[config.mk]
export PLATFORM = sky130hd
export DESIGN_NAME = cdll_free_stack
export DESIGN_NICKNAME = d
export VERILOG_FILES = /design/src/design/cdll_pkg.sv /design/src/design/cdll_free_stack.sv
export SDC_FILE = /design/constraint.sdc
export NUM_CORES = 2
export LEC_CHECK = 0
export ABC_AREA = 1
export BUFFER_PORTS_ARGS = -buffer_cell sky130_fd_sc_hd__buf_2
export CORE_MARGIN = 2
export CORE_UTILIZATION = 50
export CTS_CLUSTER_DIAMETER = 50
export DETAILED_ROUTE_END_ITERATION = 16
export MAX_ROUTING_LAYER = met4
export PLACE_DENSITY = 0.65
export SKIP_CTS_REPAIR_TIMING = 1
export SLEW_MARGIN = 20
export SYNTH_ARGS = -nofsm -noshare
export SYNTH_HDL_FRONTEND = slang
export SYNTH_SLANG_ARGS = --single-unit
[constraint.sdc]
create_clock -name clock -period 5.6 [get_ports clock]
set_input_delay 0.84 -clock clock [delete_from_list [all_inputs] [get_ports clock]]
set_output_delay 0.84 -clock clock [all_outputs]
set_load 0.05 [all_outputs]
[src/design/cdll_pkg.sv]
// shared constants and types for the cursor doubly linked list engine
// no dependencies
`default_nettype none
package cdll_pkg;
   localparam int CAPACITY_DEF   = 256;
   localparam int DATA_WIDTH_DEF = 32;
   localparam int OP_W     = 4;
   localparam int VALUE_W  = 32;
   localparam int POS_W    = 8;
   localparam int STATUS_W = 2;
   localparam int COUNT_W  = 9;

   typedef enum logic [OP_W-1:0] {
      OP_INS_BEFORE = 4'd0,
      OP_INS_AFTER  = 4'd1,
      OP_DELETE     = 4'd2,
      OP_NEXT       = 4'd3,
      OP_PREV       = 4'd4,
      OP_FIRST      = 4'd5,
      OP_LAST       = 4'd6,
      OP_READ       = 4'd7,
      OP_WRITE      = 4'd8,
      OP_INDEX_READ = 4'd9
   } op_type;

   typedef enum logic [STATUS_W-1:0] {
      ST_OK    = 2'd0,
      ST_EMPTY = 2'd1,
      ST_FULL  = 2'd2,
      ST_RANGE = 2'd3
   } status_type;
endpackage
`default_nettype wire

[src/design/cdll_free_stack.sv]
// stack of freed node indices
// push and pop one entry, registered read of the top; uses cdll_pkg
`default_nettype none
module cdll_free_stack #(
   parameter int CAPACITY = cdll_pkg::CAPACITY_DEF,
   localparam int AW = (CAPACITY > 1) ? $clog2(CAPACITY) : 1
) (
   input  wire logic          clock,
   input  wire logic [AW-1:0] rd_addr,
   output logic [AW-1:0]      rd_data,
   input  wire logic          wr_en,
   input  wire logic [AW-1:0] wr_addr,
   input  wire logic [AW-1:0] wr_data
);
   logic [AW-1:0] stack_mem [CAPACITY];

   always_ff @(posedge clock) begin
      if (wr_en) stack_mem[wr_addr] <= wr_data;
      rd_data <= stack_mem[rd_addr];
   end
endmodule
`default_nettype wire

==> report_table.html <==
<table>
<tr><th>Metric</th><th>Value</th></tr>
<tr><th colspan="2">Outcome</th></tr>
<tr><td>Status</td><td>finished, final reports clean</td></tr>
<tr><th colspan="2">Cells and area</th></tr>
<tr><td>Commonest cells after routing, fill and taps aside</td><td>sky130_fd_sc_hd__nand2_1, sky130_fd_sc_hd__edfxtp_1, sky130_fd_sc_hd__nand3_1</td></tr>
<tr><td>Area used by multi-input combinational logic</td><td>19140 µm²</td></tr>
<tr><td>Cell area after layout</td><td>91650 µm²</td></tr>
<tr><td>Layout Nets</td><td>6875</td></tr>
<tr><td>Total area of sequential cells</td><td>61660 µm²</td></tr>
<tr><td>Fraction of final layout cells with drive strength greater than 1</td><td>5.842%</td></tr>
<tr><td>Layout overhead on the synthesized area</td><td>9.893%</td></tr>
<tr><td>Total of fill cells in the finished design</td><td>13401</td></tr>
<tr><td>Most common library cell in the layout ignoring fill and taps</td><td>sky130_fd_sc_hd__nand2_1</td></tr>
<tr><th colspan="2">Route</th></tr>
<tr><td>DRC marker count from the first detailed-route iteration</td><td>7865</td></tr>
<tr><td>Average detailed-routed wire length per instance</td><td>24.46 µm</td></tr>
<tr><td>Pre-antenna DRT Iters</td><td>7</td></tr>
<tr><td>Via/cell ratio</td><td>5.918</td></tr>
<tr><td>Number of remaining DRC errors</td><td>0</td></tr>
<tr><td>Vias after detailed routing</td><td>54526</td></tr>
<tr><td>Total length of routed wires</td><td>225.3 mm</td></tr>
<tr><td>Number of nets still failing antenna checks after routing</td><td>0</td></tr>
<tr><th colspan="2">Global route</th></tr>
<tr><td>Maximum number of pins on one net before global-route repair</td><td>168</td></tr>
<tr><td>First-pass GRT wire length</td><td>333.2 mm</td></tr>
<tr><td>Total routing resource utilization after global routing</td><td>27.02%</td></tr>
<tr><td>Grt total ovfl</td><td>0</td></tr>
<tr><td>Via count of the first global-routing pass</td><td>51419</td></tr>
<tr><td>Initial antenna violation count</td><td>10</td></tr>
<tr><th colspan="2">Floorplan</th></tr>
<tr><td>Die X-Extent</td><td>412.4 µm</td></tr>
<tr><td>Die area</td><td>170100 µm²</td></tr>
<tr><td>Starting Density</td><td>50.43%</td></tr>
<tr><td>Height of the die</td><td>412.4 µm</td></tr>
<tr><td>Core Footprint</td><td>165400 µm²</td></tr>
<tr><td>Cell row count</td><td>149</td></tr>
<tr><td>Top-Level Pins</td><td>34</td></tr>
<tr><th colspan="2">Clock tree</th></tr>
<tr><td>Cts bufs inserted</td><td>201</td></tr>
<tr><td>TritonCTS clock tree</td><td>built</td></tr>
<tr><td>Root Buffer Master</td><td>sky130_fd_sc_hd__clkbuf_16</td></tr>
<tr><td>Clock slew seen by the registers of the worst setup and hold paths</td><td>60 ps</td></tr>
<tr><td># clock sinks</td><td>2056</td></tr>
<tr><td>H-tree level count</td><td>4</td></tr>
<tr><td>Deepest clock path buffer count</td><td>3</td></tr>
<tr><td>Clock latency on the worst-skew pair</td><td>860 ps</td></tr>
<tr><th colspan="2">Run</th></tr>
<tr><td>MaxCap Viol Count</td><td>0</td></tr>
<tr><th colspan="2">Placed design</th></tr>
<tr><td>Count of buffers inserted at the top-level ports</td><td>33</td></tr>
<tr><td>Routability-driven placement congestion ratio</td><td>0.8619</td></tr>
<tr><td>Cell area reported after detailed placement</td><td>85140 µm²</td></tr>
<tr><td>Post-DP HPWL</td><td>124.2 mm</td></tr>
<tr><th colspan="2">STA</th></tr>
<tr><td>Max frequency</td><td>323.7 MHz</td></tr>
<tr><td>Crit share post-route</td><td>55.16%</td></tr>
<tr><td>Slew Viols, Final</td><td>0</td></tr>
<tr><td>Finish-stage setup viols</td><td>0</td></tr>
<tr><td>TNS Setup</td><td>0 ps</td></tr>
<tr><td>Minimum hold slack</td><td>439.9 ps</td></tr>
<tr><td>Worst slew slack as a fraction of its limit</td><td>31.71%</td></tr>
<tr><td>RSZ-0062 raised after global routing</td><td>no</td></tr>
<tr><td>Clock skew after layout</td><td>31.17 ps</td></tr>
<tr><td>Final critical delay including setup and external delays</td><td>3089 ps</td></tr>
<tr><td>Least-Margin Pin Slew</td><td>1021 ps</td></tr>
<tr><td>Final-report hold violation count</td><td>0</td></tr>
<tr><th colspan="2">Synth</th></tr>
<tr><td>Number of flip-flops and latches in the synthesized netlist</td><td>2056</td></tr>
<tr><td>Post-synthesis adder-cell area fraction</td><td>0%</td></tr>
<tr><td>Mean instance size in the synthesized netlist</td><td>11.91 µm²</td></tr>
<tr><td>Simple-gate portion of the synthesized area</td><td>22.95%</td></tr>
<tr><td>Combinational family with the most area after synthesis</td><td>simple AND/OR/NAND/NOR gates</td></tr>
<tr><td>Post-Synthesis Cells</td><td>7003</td></tr>
<tr><td>Mux cell area share after synthesis</td><td>0%</td></tr>
<tr><td>Syn_nets</td><td>7029</td></tr>
<tr><td>Share of synthesized area occupied by flip-flops and latches</td><td>73.94%</td></tr>
<tr><td>Number of different library cells in the post-synthesis netlist</td><td>14</td></tr>
<tr><td>Number of warnings printed during yosys synthesis</td><td>0</td></tr>
<tr><td>XOR/XNOR Fraction of Synth Area</td><td>0%</td></tr>
<tr><td>Netlist Area Pre-Place</td><td>83400 µm²</td></tr>
<tr><td>Post-synthesis compound-gate area fraction</td><td>0%</td></tr>
<tr><th colspan="2">Power and ir drop</th></tr>
<tr><td>Highest ir drop seen on vdd</td><td>0.3720 mV</td></tr>
<tr><td>Pwr per Cell Area</td><td>353.0 nW/µm²</td></tr>
<tr><td>Leakage dissipation</td><td>0.03151 µW</td></tr>
<tr><th colspan="2">Worst setup path</th></tr>
<tr><td>Biggest fanout along the worst timing path</td><td>167</td></tr>
<tr><td>Data arrival at the endpoint of the critical path</td><td>3880 ps</td></tr>
<tr><td>Required arrival time at the worst endpoint</td><td>6390 ps</td></tr>
<tr><td>Critical Path End Type</td><td>flip-flop</td></tr>
<tr><td>Beginning of the critical path</td><td>rd_addr[0]</td></tr>
<tr><td>Kind of start point of the critical path</td><td>primary input</td></tr>
<tr><td>Worst setup path category</td><td>in2reg</td></tr>
<tr><td>Start of the worst register-to-register path</td><td>stack_mem[107][6]</td></tr>
<tr><th colspan="2">Min path</th></tr>
<tr><td>Hold/Removal Path Class</td><td>in2reg</td></tr>
<tr><td>Startpoint of the lowest-slack hold path</td><td>wr_data[2]</td></tr>
</table>
[state kept, by name, indices dropped and copies added (netlist names)]
| signal | flops |
|---|---|
| stack_mem | 2048 |
| rd_data | 8 |
[power by group]
| part | leakage [µW] | switching (µW) | total, µW | internal, µW |
|---|---|---|---|---|
| Sequential | 0.0185 | 23.9 | 17000 | 17000 |
| Clock | 0.00317 | 5790 | 13400 | 7660 |
| Combinational | 0.00987 | 1480 | 1920 | 439 |
[cell families (layout without fill, tap and decap cells)]
family | Yosys count | after routing
flip-flops | 2056 | 2056
AND/OR/NAND/NOR | 4425 | 4425
buffers and inverters | 522 | 537
other | 0 | 6
[final cells by class]
class                           count  share of cell area (%)
Antenna cell                        6                 0.01638
Clock buffer                      251                   5.856
Clock inverter                    121                   1.225
Inverter                           39                  0.1966
Multi-Input combinational cell   4425                   20.88
Sequential cell                  2056                   67.28
Tap cell                         2189                   2.989
Timing Repair Buffer              126                   1.556
[per-layer routing]
metal / GRT usage, % / share of wire, % / vias up
met3: 5.085 / 10 / 416
li1: - / - / 24559
met4: 8.898 / 3.2 / 0
met1: 37.42 / 41 / 26763
met2: 40.51 / 46 / 2788
met5: - / 0 / -
[through the flow]
stage | util [%] | std cells | total power [µW] | setup slack (ps)
finish | 55.42 | 9213 | 32350 | 2511
CTS | 55.41 | 9207 | 32410 | 2676
global route | 55.42 | 9212 | 33150 | 2438
global placement | 51.49 | 8835 | 19180 | 1783
floorplan | - | 7003 | 18370 | 3269
detailed placement | 51.49 | 8835 | 19200 | 1780
[path summary, 6_finish.rpt]
| path | end | slack, ps | cells after the start |
|---|---|---|---|
| setup / recovery | rd_data[1] | 2510 | 14 |
| hold / removal | stack_mem[124][2] | 440 | 1 |
| setup reg to reg | rd_data[6] | 3470 | 10 |
| hold reg to reg | rd_data[2] | 990 | 10 |
[critical path, stage by stage]
cell,delay (ps)
sky130_fd_sc_hd__buf_8,230
sky130_fd_sc_hd__inv_16,490
sky130_fd_sc_hd__buf_4,620
sky130_fd_sc_hd__buf_4,270
sky130_fd_sc_hd__nand2_1,60
sky130_fd_sc_hd__nand3_1,70
sky130_fd_sc_hd__nand3_1,90
sky130_fd_sc_hd__nand3_1,150
sky130_fd_sc_hd__nand3_1,90
sky130_fd_sc_hd__nand3_1,140
sky130_fd_sc_hd__nand3_1,130
sky130_fd_sc_hd__nand2_1,110
sky130_fd_sc_hd__nand2_1,110
sky130_fd_sc_hd__nand2_1,110
[synth_stat cells]
cell                       number  area [µm²]
sky130_fd_sc_hd__inv_2          2       7.510
sky130_fd_sc_hd__buf_4         46       345.3
sky130_fd_sc_hd__dfxtp_1        8       160.2
sky130_fd_sc_hd__clkbuf_1     112       420.4
sky130_fd_sc_hd__nand2_1     2123        7969
sky130_fd_sc_hd__nand3_1     2019       10100
sky130_fd_sc_hd__buf_6         16       180.2
sky130_fd_sc_hd__buf_8          1       15.01
sky130_fd_sc_hd__edfxtp_1    2048       61500
sky130_fd_sc_hd__buf_1         40       150.1
sky130_fd_sc_hd__nor2_1       283        1062
sky130_fd_sc_hd__buf_2        268        1341
sky130_fd_sc_hd__inv_1         36       135.1
sky130_fd_sc_hd__inv_4          1       6.260
(Power assumes the default switching activity.)
